`config.mk`:
```
export PLATFORM = sky130hd
export DESIGN_NAME = sda_queue
export DESIGN_NICKNAME = d
export VERILOG_FILES = /design/src/rtl/core/sda_pkg.sv /design/src/rtl/core/sda_queue.sv
export SDC_FILE = /design/constraint.sdc
export NUM_CORES = 1
export LEC_CHECK = 0
export ABC_AREA = 1
export ABC_CLOCK_PERIOD_IN_PS = 8800
export BUFFER_PORTS_ARGS = -buffer_cell sky130_fd_sc_hd__clkbuf_2
export CORE_MARGIN = 2
export CORE_UTILIZATION = 55
export CTS_BUF_LIST = sky130_fd_sc_hd__clkbuf_4
export DETAILED_ROUTE_END_ITERATION = 16
export PLACE_DENSITY = 0.77
export REMOVE_ABC_BUFFERS = 1
export SLEW_MARGIN = 25
export SYNTH_ARGS = -nofsm -noshare
export SYNTH_HDL_FRONTEND = slang
export SYNTH_SLANG_ARGS = --single-unit
```
`constraint.sdc`:
```
create_clock -name clock -period 8.8 [get_ports clock]
set_input_delay 1.76 -clock clock [delete_from_list [all_inputs] [get_ports clock]]
set_output_delay 1.76 -clock clock [all_outputs]
set_load 0.005 [all_outputs]
```
`src/rtl/core/sda_pkg.sv`:
```
package sda_pkg;

   localparam int IDX_W       = 12;
   localparam int VAL_W       = 32;
   localparam int TERM_W      = 48;
   localparam int SUM_W       = 64;
   localparam int REQ_DATA_W  = 56;
   localparam int RSP_DATA_W  = 48;
   localparam int QUEUE_DEPTH = 4;
   localparam int QPTR_W      = $clog2(QUEUE_DEPTH);

   localparam logic [VAL_W-1:0] REST_DENSITY_RESET = 32'd65536000;
   localparam logic [VAL_W-1:0] SELF_KERNEL_RESET  = 32'd65536;

   typedef enum logic [2:0] {
      KIND_LOAD_FLUID  = 3'd0,
      KIND_LOAD_SOLID  = 3'd1,
      KIND_BEGIN_FLUID = 3'd2,
      KIND_BEGIN_SOLID = 3'd3,
      KIND_NEIGHBOR    = 3'd4
   } kind_type;

   typedef enum logic {
      CSR_REST_DENSITY = 1'b0,
      CSR_SELF_KERNEL  = 1'b1
   } csr_index_type;

   // One decoded word as it waits in the queue. index is the particle for
   // loads and begins, and the neighbor for neighbor terms.
   typedef struct packed {
      kind_type         kind;
      logic [IDX_W-1:0] index;
      logic             idx_ok;
      logic [VAL_W-1:0] value;
      logic             last;
   } cmd_type;

   typedef enum logic [2:0] {
      ST_CLEAR,
      ST_IDLE,
      ST_MUL1,
      ST_MUL2,
      ST_ACC,
      ST_DREAD,
      ST_CLOSE
   } state_type;

endpackage

```
`src/rtl/core/sda_queue.sv`:
```
module sda_queue
   import sda_pkg::*;
(
   input  logic    clock,
   input  logic    reset,
   input  logic    push,
   input  cmd_type cmd_in,
   input  logic    pop,
   output cmd_type cmd_out,
   output logic    empty,
   output logic    full
);

   cmd_type           entries_ff [QUEUE_DEPTH];
   logic [QPTR_W-1:0] wr_ptr_ff, wr_ptr_in;
   logic [QPTR_W-1:0] rd_ptr_ff, rd_ptr_in;
   logic [QPTR_W:0]   count_ff, count_in;
   logic              do_push;
   logic              do_pop;

   assign empty   = (count_ff == '0);
   assign full    = (count_ff == (QPTR_W+1)'(QUEUE_DEPTH));
   assign do_push = push && !full;
   assign do_pop  = pop && !empty;
   assign cmd_out = entries_ff[rd_ptr_ff];

   always_comb begin
      wr_ptr_in = do_push ? wr_ptr_ff + 1'b1 : wr_ptr_ff;
      rd_ptr_in = do_pop ? rd_ptr_ff + 1'b1 : rd_ptr_ff;
      count_in  = count_ff;
      if (do_push && !do_pop) begin
         count_in = count_ff + 1'b1;
      end else if (do_pop && !do_push) begin
         count_in = count_ff - 1'b1;
      end
   end

   always_ff @(posedge clock) begin
      if (reset) begin
         wr_ptr_ff <= '0;
         rd_ptr_ff <= '0;
         count_ff  <= '0;
      end else begin
         wr_ptr_ff <= wr_ptr_in;
         rd_ptr_ff <= rd_ptr_in;
         count_ff  <= count_in;
      end
   end

   always_ff @(posedge clock) begin
      if (do_push) begin
         entries_ff[wr_ptr_ff] <= cmd_in;
      end
   end

endmodule

```
==> flow_metrics.tcl <==
set metrics [dict create \
    status "finished, final reports clean" \
    rr_endpoint "entries_ff[1][13]" \
    p_comb_frac 0.205 \
    clock.fmax_ghz 0.2199 \
    viasPerCell 5.477 \
    wl_per_cell_um 17.27 \
    n_fill_cell 987 \
    grt_pass1_wl_um 23670 \
    dr_wl_met2_um 7499 \
    core_um2 13830 \
    r2r-start "count_ff[0]" \
    skew_ps 28.61 \
    die_w_um 122.7 \
    net-switching-power_uw 735.8 \
    vdd_drop_max_uv 250.4 \
    hold_depth 2 \
    cts_buffers 50 \
    drc 0 \
    worst_setup_path_end_kind "output pin" \
    insertion_delay_ps 610 \
    seq_area_um2 6071 \
    setup.worst_path.end "cmd_out[45]" \
    multiInputGateArea_um2 1443 \
    setup-violations-final 0 \
    crit_path_start_kind "register" \
    pwr-share-seq 0.511 \
    slowest_delay_ps 990 \
    dr.pass1.iters 4 \
    p_sw_frac 0.2966 \
    rsz0062_at_grt "false" \
    period_share 0.5167 \
    tritoncts "built" \
    worstPathRequired_ps 7040 \
    wl_met3_um 1181 \
    whs_ps 531.8 \
    crit_chain "inv_6 -> o21ai_0 -> o22ai_1 -> clkbuf_2" \
    slowest_stage "dfxtp_4" \
    tightest_slew_ps 989.9 \
    cp_max_fo 99 \
    power_density_nw_per_um2 277.5 \
    fin_setup_tns_ps 0 \
    drtIter0Drc 389 \
    intPower_uw 1745 \
    rr_worst_depth 5 \
    overflow 0 \
    grt_usage 0.2064 \
    synthDistinctLibCells 21 \
    wl_met1_um 6304 \
    ios 104 \
    cp_num_buf_inv 2 \
    gp_congestion 0.7181 \
    ant_nets 0 \
    clkSinkCount 205 \
    io_buffers 103 \
    hold_class "reg2reg" \
    arrival_ps 2790 \
    syn_inst 544 \
    syn_area_um2 7747 \
    grt_pass1_vias 4876 \
    yosysSeqAreaShare 0.7829 \
    highest_layer "met4" \
    clkPwrFrac 0.283 \
    final_nets 731 \
    detail_route.wirelength_um 15290 \
    mostFrequentLayoutCells "196 x edfxtp_1, 108 x nor2_1, 103 x clkbuf_2" \
    vias 4847 \
    final_common_cell "edfxtp_1" \
    die_h_um 122.7 \
    post_cts_resized 0 \
    start_util 0.5603 \
    slew_viol_final 0 \
    syn_avg_cell_area_um2 14.24 \
    postCtsHoldBufs 0 \
    ys_ff_latch 205 \
    cts_max_level 2 \
    root_buffer "clkbuf_4" \
    area_growth_pct 15.41 \
    cap_viol_max_count 0 \
    slew-limit-headroom 0.3400 \
    grt_max_degree 100 \
    finalHoldViolations 0 \
    cts_setup_buffers 0 \
    rows 43 \
    crit_type "reg2out" \
    fin_crit_ps 4547 \
    dieArea_um2 15050 \
    antenna_found_initial 1 \
    p_leak_uw 0.003259 \
    yosys_warnings 0 \
    drive_gt1_frac 0.2642 \
    critical_path.top_delay_family "flip-flops" \
    crit_cells 4 \
    path_clk_slew_ps 60 \
    reg2reg_slack_ps 6450 \
    dpl.hpwl_um 8363 \
    clock_path_buffers 3 \
]
==> area by class of cell <==
| class | count | area share |
|---|---|---|
| Tap cell | 180 | 0.02519 |
| Antenna cell | 1 | 0.0002799 |
| Clock inverter | 13 | 0.005458 |
| Sequential cell | 205 | 0.6790 |
| Inverter | 18 | 0.008116 |
| Multi-Input combinational cell | 290 | 0.1613 |
| Timing Repair Buffer | 107 | 0.06101 |
| Clock buffer | 71 | 0.05961 |
==> registers in the layout, indices dropped and copies added, names as in the netlist, named ones only <==
register and flops:
entries_ff 196, count_ff 3, rd_ptr_ff 2, wr_ptr_ff 2
==> synth_stat cells <==
cell type  instances  area [µm²]
buf_2             12       60.06
inv_1             16       60.06
o21ai_1            5       25.02
nor2_1           112       420.4
inv_2              1       3.750
buf_4              2       15.01
inv_6              1       8.760
dfxtp_1            9       180.2
nand3b_1           1       7.510
nand2_1           15       56.30
xor2_1             1       8.760
o22ai_1           49       306.5
fa_1               1       20.02
ha_1               5       62.56
a21oi_1            3       15.01
clkbuf_1           6       22.52
nand3_1            4       20.02
edfxtp_1         196        5886
buf_6              7       78.83
clkbuf_2           4       20.02
o21ai_0           94       470.5
==> metrics by stage <==
stage | utilization | total power, µW | setup slack [ps] | instances | instance area [µm²]
finish | 0.6466 | 2481 | 4253 | 885 | 8941
global route | 0.6465 | 2630 | 3996 | 884 | 8939
CTS | 0.6465 | 2506 | 4213 | 884 | 8939
detailed placement | 0.6044 | 1803 | 4875 | 800 | 8357
global placement | 0.6044 | 1776 | 4977 | 800 | 8357
floorplan | - | 1546 | 4417 | 513 | 7551
==> power groups by stage <==
| stage | Clock [µW] | Combinational (µW) | Sequential, µW |
|---|---|---|---|
| floorplan | 0 | 281 | 1260 |
| CTS | 721 | 515 | 1270 |
| global placement | 0 | 494 | 1280 |
| finish | 703 | 509 | 1270 |
| global route | 773 | 574 | 1280 |
| detailed placement | 0 | 512 | 1290 |
==> worst min-delay path by stage <==
stage | start | endpoint | slack [ps]
finish | rd_ptr_ff[1] | register | 530
global route | rd_ptr_ff[0] | register | 550
CTS | rd_ptr_ff[1] | register | 530
detailed placement | rd_ptr_ff[1] | register | 510
global placement | rd_ptr_ff[1] | register | 480
floorplan | rd_ptr_ff[1] | register | 460
==> cell families (layout without fill, tap and decap cells) <==
| kind of cell | Yosys count | in the layout | share of synthesized area |
|---|---|---|---|
| DFF | 205 | 205 | 0.7829 |
| AOI/OAI and AO/OA | 151 | 151 | 0.1055 |
| and+or+nand+nor | 132 | 132 | 0.06508 |
| buffers and inverters | 49 | 209 | 0.03472 |
| adders and majority gates | 6 | 6 | 0.01066 |
| xor gates and xnor gates | 1 | 1 | 0.001131 |
| other | 0 | 1 | 0 |
==> tightest hold or removal path, cell delays in order, from the launching register on <==
cell and delay (ps):
dfxtp_1 330, nand2_1 70, a21oi_1 80
==> metal layers <==
| layer | GRT usage | vias to the layer above |
|---|---|---|
| li1 | - | 2302 |
| met1 | 0.2582 | 2342 |
| met2 | 0.3349 | 172 |
| met3 | 0.06924 | 31 |
| met4 | 0.07830 | 0 |
| met5 | 0 | - |
Power figures use the tool's default switching activity.
