### src/rtl/core/sda_pkg.sv
package sda_pkg;

   localparam int IDX_W       = 12;
   localparam int VAL_W       = 32;
   localparam int TERM_W      = 48;
   localparam int SUM_W       = 64;
   localparam int REQ_DATA_W  = 56;
   localparam int RSP_DATA_W  = 48;
   localparam int QUEUE_DEPTH = 4;
   localparam int QPTR_W      = $clog2(QUEUE_DEPTH);

   localparam logic [VAL_W-1:0] REST_DENSITY_RESET = 32'd65536000;
   localparam logic [VAL_W-1:0] SELF_KERNEL_RESET  = 32'd65536;

   typedef enum logic [2:0] {
      KIND_LOAD_FLUID  = 3'd0,
      KIND_LOAD_SOLID  = 3'd1,
      KIND_BEGIN_FLUID = 3'd2,
      KIND_BEGIN_SOLID = 3'd3,
      KIND_NEIGHBOR    = 3'd4
   } kind_type;

   typedef enum logic {
      CSR_REST_DENSITY = 1'b0,
      CSR_SELF_KERNEL  = 1'b1
   } csr_index_type;

   // One decoded word as it waits in the queue. index is the particle for
   // loads and begins, and the neighbor for neighbor terms.
   typedef struct packed {
      kind_type         kind;
      logic [IDX_W-1:0] index;
      logic             idx_ok;
      logic [VAL_W-1:0] value;
      logic             last;
   } cmd_type;

   typedef enum logic [2:0] {
      ST_CLEAR,
      ST_IDLE,
      ST_MUL1,
      ST_MUL2,
      ST_ACC,
      ST_DREAD,
      ST_CLOSE
   } state_type;

endpackage

### src/rtl/core/sda_front.sv
module sda_front
   import sda_pkg::*;
#(
   parameter int MAX_PARTICLES = 4096
) (
   input  logic                  req_tvalid,
   output logic                  req_tready,
   input  logic [2:0]            req_tuser,
   input  logic [REQ_DATA_W-1:0] req_tdata,
   input  logic                  req_tlast,
   input  logic                  queue_full,
   input  logic                  clearing,
   output logic                  push,
   output cmd_type               cmd
);

   kind_type         kind;
   logic [IDX_W-1:0] particle;
   logic [IDX_W-1:0] neighbor;
   logic [IDX_W-1:0] index;
   logic             idx_ok;
   logic             useful;

   assign kind     = kind_type'(req_tuser);
   assign particle = req_tdata[IDX_W-1:0];
   assign neighbor = req_tdata[2*IDX_W-1:IDX_W];
   assign index    = (kind == KIND_NEIGHBOR) ? neighbor : particle;
   assign idx_ok   = {{(32-IDX_W){1'b0}}, index} < 32'(MAX_PARTICLES);

   // Unused kinds and loads past the end of the stores change nothing, so
   // they are dropped here and never reach the queue.
   always_comb begin
      case (kind)
         KIND_LOAD_FLUID, KIND_LOAD_SOLID: useful = idx_ok;
         KIND_BEGIN_FLUID, KIND_BEGIN_SOLID, KIND_NEIGHBOR: useful = 1'b1;
         default: useful = 1'b0;
      endcase
   end

   assign req_tready = !queue_full && !clearing;
   assign push       = req_tvalid && req_tready && useful;

   assign cmd.kind   = kind;
   assign cmd.index  = index;
   assign cmd.idx_ok = idx_ok;
   assign cmd.value  = req_tdata[2*IDX_W+VAL_W-1:2*IDX_W];
   assign cmd.last   = req_tlast;

endmodule

### config.mk
export PLATFORM = sky130hd
export DESIGN_NAME = sda_front
export DESIGN_NICKNAME = d
export VERILOG_FILES = /design/src/rtl/core/sda_pkg.sv /design/src/rtl/core/sda_front.sv
export SDC_FILE = /design/constraint.sdc
export NUM_CORES = 1
export LEC_CHECK = 0
export ABC_AREA = 1
export BUFFER_PORTS_ARGS = -buffer_cell sky130_fd_sc_hd__buf_2
export CORE_MARGIN = 4
export CORE_UTILIZATION = 24
export DETAILED_ROUTE_END_ITERATION = 16
export PLACE_DENSITY = 0.85
export SLEW_MARGIN = 25
export SYNTH_ARGS = -nofsm -noshare
export SYNTH_HDL_FRONTEND = slang
export SYNTH_SLANG_ARGS = --single-unit
### constraint.sdc
create_clock -name vclk -period 0.8
set_input_delay 0.08 -clock vclk [all_inputs]
set_output_delay 0.08 -clock vclk [all_outputs]
set_load 0.1 [all_outputs]
==> results of run 1 <==
## worst paths after layout
kind	depth (start not counted)	start	slack, ns	to
max	6	req_tuser[0]	-0.15	cmd[44]
min	0	req_tdata[28]	0.16	cmd[5]
## cells in the mapped netlist
library cell   n  area share, %
nor2_2         1            1.3
nand2_1       25             19
buf_2          1            1.0
nand2_2        1            1.3
nor2_1         3            2.3
nand3_1       12             12
buf_6          1            2.3
inv_1          1           0.77
conb_1         1           0.77
buf_4         38             59
## metrics by stage
step                instances  TNS [ns]  hold slack [ns]
floorplan                  84    -0.478            0.260
global placement          124     -2.18            0.161
detailed placement        124     -2.43            0.161
CTS                       125     -1.81            0.161
global route              125     -2.28            0.160
finish                    125     -1.68            0.160
## logic make-up (layout without fill, tap and decap cells)
logic type | after synthesis | in the layout | synth area share, %
and+or+nand+nor | 42 | 42 | 36.5
buffers and inverters | 41 | 55 | 62.7
other | 1 | 1 | 0.770
## metal layers
| metal | vias up | wire length [um] |
|---|---|---|
| met4 | 0 | 34 |
| met2 | 31 | 1120 |
| met3 | 10 | 182 |
| met5 | - | 0 |
| met1 | 240 | 435 |
| li1 | 251 | - |
## where the power goes
part	switching (mW)	leakage, nW	internal, mW
logic	0.662	0.470	0.375
clock network	0	0	0
registers	0	0	0
total	0.662	0.470	0.375
## area by class of cell
class,count,area [um^2],share of cell area [%]
Multi-Input combinational cell,43,390,39.2
Tap cell,27,33.8,3.40
Timing Repair Buffer,54,567,57.0
Inverter,1,3.75,0.377
## what timing repair did
action / CTS / global route
pin swaps: 5 / 0
gates resized for setup: 23 / 1
gates cloned: 1 / 0
setup buffers: 0 / 0
endpoints found under the setup margin: 13 / 13
==> results.sh, run 1 <==
export IMPL_outcome="finished with violations"
export IMPL_violations="negative setup slack"
export IMPL_overflow=0
export IMPL_die_area_um2=2810
export IMPL_nFlopsAndLatches=0
export IMPL_seq_area_um2=0
export IMPL_fin_nets=163
export IMPL_hpwl_um=1470
export IMPL_required_ns=0.72
export IMPL_rsz0062_at_grt="yes"
export IMPL_antenna_found_initial=0
export IMPL_grt_busiest_layer="met2"
export IMPL_core_area_um2=1940
export IMPL_end_kind="output pin"
export IMPL_crit_path_max_fanout=7
export IMPL_synth_nets=147
export IMPL_path_class="input pin to output pin"
export IMPL_pin_count=114
export IMPL_wirelength_um=1770
export IMPL_synth_cell_types=10
export IMPL_fmax_mhz=1060
export IMPL_preCtsSetupSlack_ns=-0.204
export IMPL_drc=0
export IMPL_cp_slowest_cell="nor2_4"
export IMPL_slowest_delay_ns=0.17
export IMPL_vias_per_cell=4.26
export IMPL_fp_dieH_um=53.0
export IMPL_met3_usage_pct=2.25
export IMPL_met1_usage_pct=12.7
export IMPL_gp_congestion=0.688
export IMPL_ir_drop_uv=525
export IMPL_n_fill_cell=182
export IMPL_io_buffers=47
export IMPL_layout_worst_path_cycle_share_pct=118
export IMPL_use_met2_pct=24.4
export IMPL_antenna_left=0
export IMPL_p_per_area_nw_per_um2=1040
export IMPL_grt_max_degree=13
export IMPL_via_count=532
export IMPL_cp_cell_sequence="buf_6 > nor2_4 > buf_8 > nand3_2 > nand2_4 > buf_12"
export IMPL_grt_pass1_vias=517
export IMPL_design_area_um2=995
export IMPL_firstDrtPassIters=2
export IMPL_critPathTopFamily="buffers and inverters"
export IMPL_setup_violations=13
export IMPL_ys_warnings_count=0
export IMPL_synth_area_um2=487
export IMPL_syn_avg_cell_area_um2=5.79
export IMPL_areaGrowthSynthToFinish_pct=104
export IMPL_crit_arrival_ns=0.87
export IMPL_seq_area_frac_synth_pct=0
export IMPL_cts_hold_buf=0
export IMPL_finalWorstSetupSlack_ns=-0.146
export IMPL_p_leak_nw=0.470
export IMPL_rows=16
export IMPL_slew_viol_final=0
export IMPL_initial_core_util_pct=25.1
export IMPL_max_cap_viol_count=0
export IMPL_drive_above_1_share_pct=87.8
export IMPL_routedWlPerCell_um=14.1
export IMPL_placed_area_um2=878
export IMPL_layout_commonest_cell="buf_2"
export IMPL_die_w_um=53.0
export IMPL_hold_violations=0
export IMPL_hold_path_class="input pin to output pin"
export IMPL_grt_usage_pct=12.2
export IMPL_nClkBuffers=0
export IMPL_post_route_min_period_ns=0.946
export IMPL_detail_route_iter0_violations=4
export IMPL_final_util_pct=51.2
export IMPL_worst_setup_path_start_kind="input pin"
export IMPL_syn_inst=84
export IMPL_grt_pass1_wl_um=2570
export IMPL_p_total_mw=1.04
export IMPL_final_cell_mix="28 x buf_2, 17 x buf_12, 11 x nand2_4"
export IMPL_diodes=0
export IMPL_critPathBufInv=3
Power figures use the tool's default switching activity.
==> run 2, diff against run 1 <==
--- a/config.mk
+++ b/config.mk
@@ -6,7 +6,7 @@
 export NUM_CORES = 1
 export LEC_CHECK = 0
 export ABC_AREA = 1
-export BUFFER_PORTS_ARGS = -buffer_cell sky130_fd_sc_hd__buf_2
+export BUFFER_PORTS_ARGS = -buffer_cell sky130_fd_sc_hd__clkbuf_2
 export CORE_MARGIN = 4
 export CORE_UTILIZATION = 24
 export DETAILED_ROUTE_END_ITERATION = 16
==> run 2 against run 1 <==
  * The flow still finishes with violations (negative setup slack)
  * Critical path depth unchanged
  * Highest routed layer unchanged
  * First-iteration DRC count decreased by 100%
  * Sequential share of layout area unchanged
  * Maximum frequency decreased by 3.2%
  * Setup slack got worse by 0.031 ns
  * Utilization unchanged
  * Routed wire length decreased by 2.0%
  * Clock-buffer cell count unchanged
  * Final cell count increased by 1.6%
==> results.sh, run 2 (synthesis results as in run 1) <==
export IMPL_outcome="finished with violations"
export IMPL_violations="negative setup slack"
export IMPL_post_route_min_period_ns=0.977
export IMPL_pin_count=114
export IMPL_cp_slowest_cell="nor2_4"
export IMPL_firstDrtPassIters=1
export IMPL_n_fill_cell=188
export IMPL_grt_max_degree=13
export IMPL_fmax_mhz=1020
export IMPL_initial_core_util_pct=25.1
export IMPL_gp_congestion=0.645
export IMPL_crit_arrival_ns=0.90
export IMPL_vias_per_cell=4.21
export IMPL_p_int_uw=378
export IMPL_fp_dieH_um=53.0
export IMPL_grt_pass1_wl_um=2370
export IMPL_die_w_um=53.0
export IMPL_finalWorstSetupSlack_ns=-0.177
export IMPL_areaGrowthSynthToFinish_pct=104
export IMPL_wl_met3_um=187
export IMPL_nFlopsAndLatches=0
export IMPL_drive_above_1_share_pct=86.0
export IMPL_final_util_pct=51.2
export IMPL_final_cell_mix="28 x clkbuf_2, 17 x buf_12, 11 x nand2_4, 11 x nand2_1, 10 x nand3_2"
export IMPL_die_area_um2=2810
export IMPL_slowest_delay_ns=0.18
export IMPL_diodes=0
export IMPL_ir_drop_uv=517
export IMPL_core_area_um2=1940
export IMPL_wirelength_um=1730
export IMPL_fin_nets=165
export IMPL_cp_cell_sequence="buf_8 > nor2_4 > buf_4 > nand3_1 > nand2_4 > buf_12"
export IMPL_crit_path_max_fanout=4
export IMPL_rsz0062_at_grt="yes"
export IMPL_multi_input_area_um2=375
export IMPL_antenna_found_initial=0
export IMPL_rows=16
export IMPL_preCtsSetupSlack_ns=-0.191
export IMPL_cts_hold_buf=0
export IMPL_end_kind="output pin"
export IMPL_layout_commonest_cell="clkbuf_2"
export IMPL_critPathTopFamily="buffers and inverters"
export IMPL_power_share_switching_pct=63.4
export IMPL_placed_area_um2=893
export IMPL_required_ns=0.72
export IMPL_slew_viol_final=0
export IMPL_wl_met1_um=401
export IMPL_max_cap_viol_count=0
export IMPL_dr_wl_met2_um=1090
export IMPL_routedWlPerCell_um=13.6
export IMPL_io_buffers=47
export IMPL_hold_path_class="input pin to output pin"
export IMPL_power_share_clock_pct=0
export IMPL_overflow=0
export IMPL_dr_max_layer_used="met4"
export IMPL_seq_area_um2=0
export IMPL_design_area_um2=995
export IMPL_path_class="input pin to output pin"
export IMPL_setup_violations=13
export IMPL_p_comb_share_pct=100.0
export IMPL_grt_usage_pct=11.1
export IMPL_p_leak_nw=0.486
export IMPL_seqPwrFrac_pct=0
export IMPL_detail_route_iter0_violations=0
export IMPL_p_per_area_nw_per_um2=1040
export IMPL_layout_worst_path_cycle_share_pct=122
export IMPL_worst_setup_path_start_kind="input pin"
export IMPL_via_count=535
export IMPL_hold_violations=0
export IMPL_grt_pass1_vias=516
export IMPL_hpwl_um=1490
export IMPL_p_total_mw=1.03
export IMPL_antenna_left=0
export IMPL_drc=0
export IMPL_critPathBufInv=3
export IMPL_nClkBuffers=0
export IMPL_p_switching_uw=654
## run 2: power groups by stage
stage               clock network (mW)  registers (mW)  logic, mW
finish                               0               0       1.03
global route                         0               0       1.07
CTS                                  0               0       1.00
detailed placement                   0               0      0.993
global placement                     0               0      0.983
floorplan                            0               0       1.40
## run 2: through the flow
step	instances	TNS [ns]	hold slack, ns
detailed placement	126	-2.30	0.161
floorplan	84	-0.478	0.260
CTS	126	-1.98	0.161
global route	127	-2.36	0.160
global placement	126	-1.89	0.161
finish	127	-1.89	0.160
## run 2: timing repair
item                                    4_1_cts  5_1_grt
endpoints found under the setup margin       13       13
buffers inserted                              0        0
resized for setup                             5       19
pin swaps                                     1        1
cloned                                        0        1
## run 2: final timing paths
check / start / cells after the start / to
setup / recovery: req_tuser[0] / 6 / cmd[35]
hold / removal: req_tdata[28] / 0 / cmd[5]
## run 2: layout make-up
class,count,area share [%]
inverters,1,0.377
multi-input cells,43,37.7
well taps,27,3.40
repair buffers,56,58.5
## run 2: routing by layer
metal / track usage (%) / vias up
li1: - / 255
met1: 10.7 / 235
met2: 22.5 / 33
met3: 1.97 / 12
met4: 4.26 / 0
met5: 0 / -
==> run 3, diff against run 2 <==
==> constraint.sdc (replaced) <==
create_clock -name vclk -period 1
set_input_delay 0.1 -clock vclk [all_inputs]
set_output_delay 0.1 -clock vclk [all_outputs]
set_load 0.1 [all_outputs]
==> run 3 against run 2 <==
  * The run now ends clean
  * Power fell by 22%
  * Sequential share of layout area unchanged
  * Combinational power decreased by 21%
  * Via count up 3.4%
  * Sequential cell count is the same
  * Die area unchanged
  * Routed wire length down 7.4%
  * Non-clock buffer count is 2 lower
  * Design area is 1.9% lower
  * Highest routed layer unchanged
==> results.sh, run 3 (synthesis results as in run 1) <==
export IMPL_outcome="finished clean"
export IMPL_antenna_left=0
export IMPL_slew_viol_final=0
export IMPL_worstHoldStart="req_tdata[39]"
export IMPL_p_per_area_nw_per_um2=830
export IMPL_seq_area_um2=0
export IMPL_drc=0
export IMPL_rsz0062_at_grt="yes"
export IMPL_routedWlPerCell_um=12.8
export IMPL_p_leak_nw=0.473
export IMPL_n_fill_cell=179
export IMPL_diodes=0
export IMPL_gp_congestion=0.577
export IMPL_layout_worst_path_cycle_share_pct=99.8
export IMPL_max_cap_viol_count=0
export IMPL_pin_count=114
export IMPL_nFlopsAndLatches=0
export IMPL_power_share_switching_pct=64.1
export IMPL_power_share_clock_pct=0
export IMPL_end_kind="output pin"
export IMPL_core_area_um2=1940
export IMPL_fp_dieH_um=53.0
export IMPL_crit_arrival_ns=0.90
export IMPL_worst_setup_path_start_kind="input pin"
export IMPL_die_w_um=53.0
export IMPL_post_route_min_period_ns=0.998
export IMPL_hpwl_um=1370
export IMPL_p_comb_share_pct=100.0
export IMPL_die_area_um2=2810
export IMPL_wirelength_um=1600
export IMPL_grt_pass1_wl_um=2280
export IMPL_areaGrowthSynthToFinish_pct=101
export IMPL_p_int_uw=290
export IMPL_cts_setup_buffers=0
export IMPL_ir_drop_uv=340
export IMPL_grt_pass1_vias=551
export IMPL_placed_area_um2=860
export IMPL_seqPwrFrac_pct=0
export IMPL_crit_start="req_tuser[1]"
export IMPL_firstDrtPassIters=2
export IMPL_overflow=0
export IMPL_path_class="input pin to output pin"
export IMPL_setup_tns_ns=0
export IMPL_fmax_mhz=1000
export IMPL_fin_nets=163
export IMPL_grt_usage_pct=10.3
export IMPL_vias_per_cell=4.42
export IMPL_final_cell_mix="27 x clkbuf_2, 17 x buf_12, 11 x nand2_4"
export IMPL_rows=16
export IMPL_multi_input_area_um2=369
export IMPL_hold_path_class="input pin to output pin"
export IMPL_io_buffers=47
export IMPL_nClkBuffers=0
export IMPL_grt_max_degree=13
export IMPL_via_count=553
export IMPL_design_area_um2=976
export IMPL_initial_core_util_pct=25.1
export IMPL_setup_violations=0
export IMPL_detail_route_iter0_violations=4
export IMPL_layout_commonest_cell="clkbuf_2"
export IMPL_antenna_found_initial=0
export IMPL_drive_above_1_share_pct=85.7
export IMPL_p_switching_uw=519
export IMPL_hold_violations=0
export IMPL_crit_path_max_fanout=6
export IMPL_required_ns=0.90
run 3: cell types whose count changed in the layout (fill, tap and decap cells not counted), moves of 2 or more:
cell,previous run,this run
nand3_2,10,7
nand2_2,3,5
buf_4,7,5
nand3_4,1,3
run 3: area by class of cell:
| class | count | area share, % |
|---|---|---|
| timing repair buffer | 54 | 58.3 |
| multi-input combinational | 43 | 37.8 |
| tap | 27 | 3.46 |
| inverter | 1 | 0.385 |
run 3: what timing repair did:
item / CTS / global route
endpoints found under the setup margin: 13 / 13
gates resized for setup: 9 / 20
pin swaps: 3 / 4
hold buffers: 0 / 0
run 3: worst max-delay path, cell delays in order:
cell,delay (ns)
buf_8,0.10
nor2_4,0.18
buf_6,0.17
nand3_2,0.09
nand2_4,0.09
buf_12,0.17
run 3: path summary, 6_finish.rpt:
kind	endpoint	slack [ns]	cells past startpoint
setup / recovery	cmd[42]	0.002	6
hold / removal	cmd[16]	0.20	0
run 3: power groups by stage:
stage                     sequential (mW)  clock [mW]  combinational (mW)
after floorplan                         0           0                1.10
after global placement                  0           0               0.767
after detailed placement                0           0               0.771
after CTS                               0           0               0.788
after global routing                    0           0               0.839
final                                   0           0               0.810
run 3: per-layer routing:
metal	GRT usage [%]	share of wire (%)
met1	9.50	30
met2	21.3	53
met3	2.82	15
met4	2.98	2.2
met5	0	0
run 3: through the flow:
step | hold slack (ns) | total power, mW | utilization, % | worst slack, ns | instances
6_report | 0.200 | 0.810 | 50.3 | 0.00170 | 125
5_1_grt | 0.200 | 0.839 | 50.3 | -0.0431 | 125
4_1_cts | 0.201 | 0.788 | 46.2 | -0.0347 | 125
3_5_place_dp | 0.201 | 0.771 | 44.3 | -0.110 | 125
3_3_place_gp | 0.201 | 0.767 | 44.3 | -0.0538 | 125
2_1_floorplan | 0.300 | 1.10 | - | -0.318 | 84
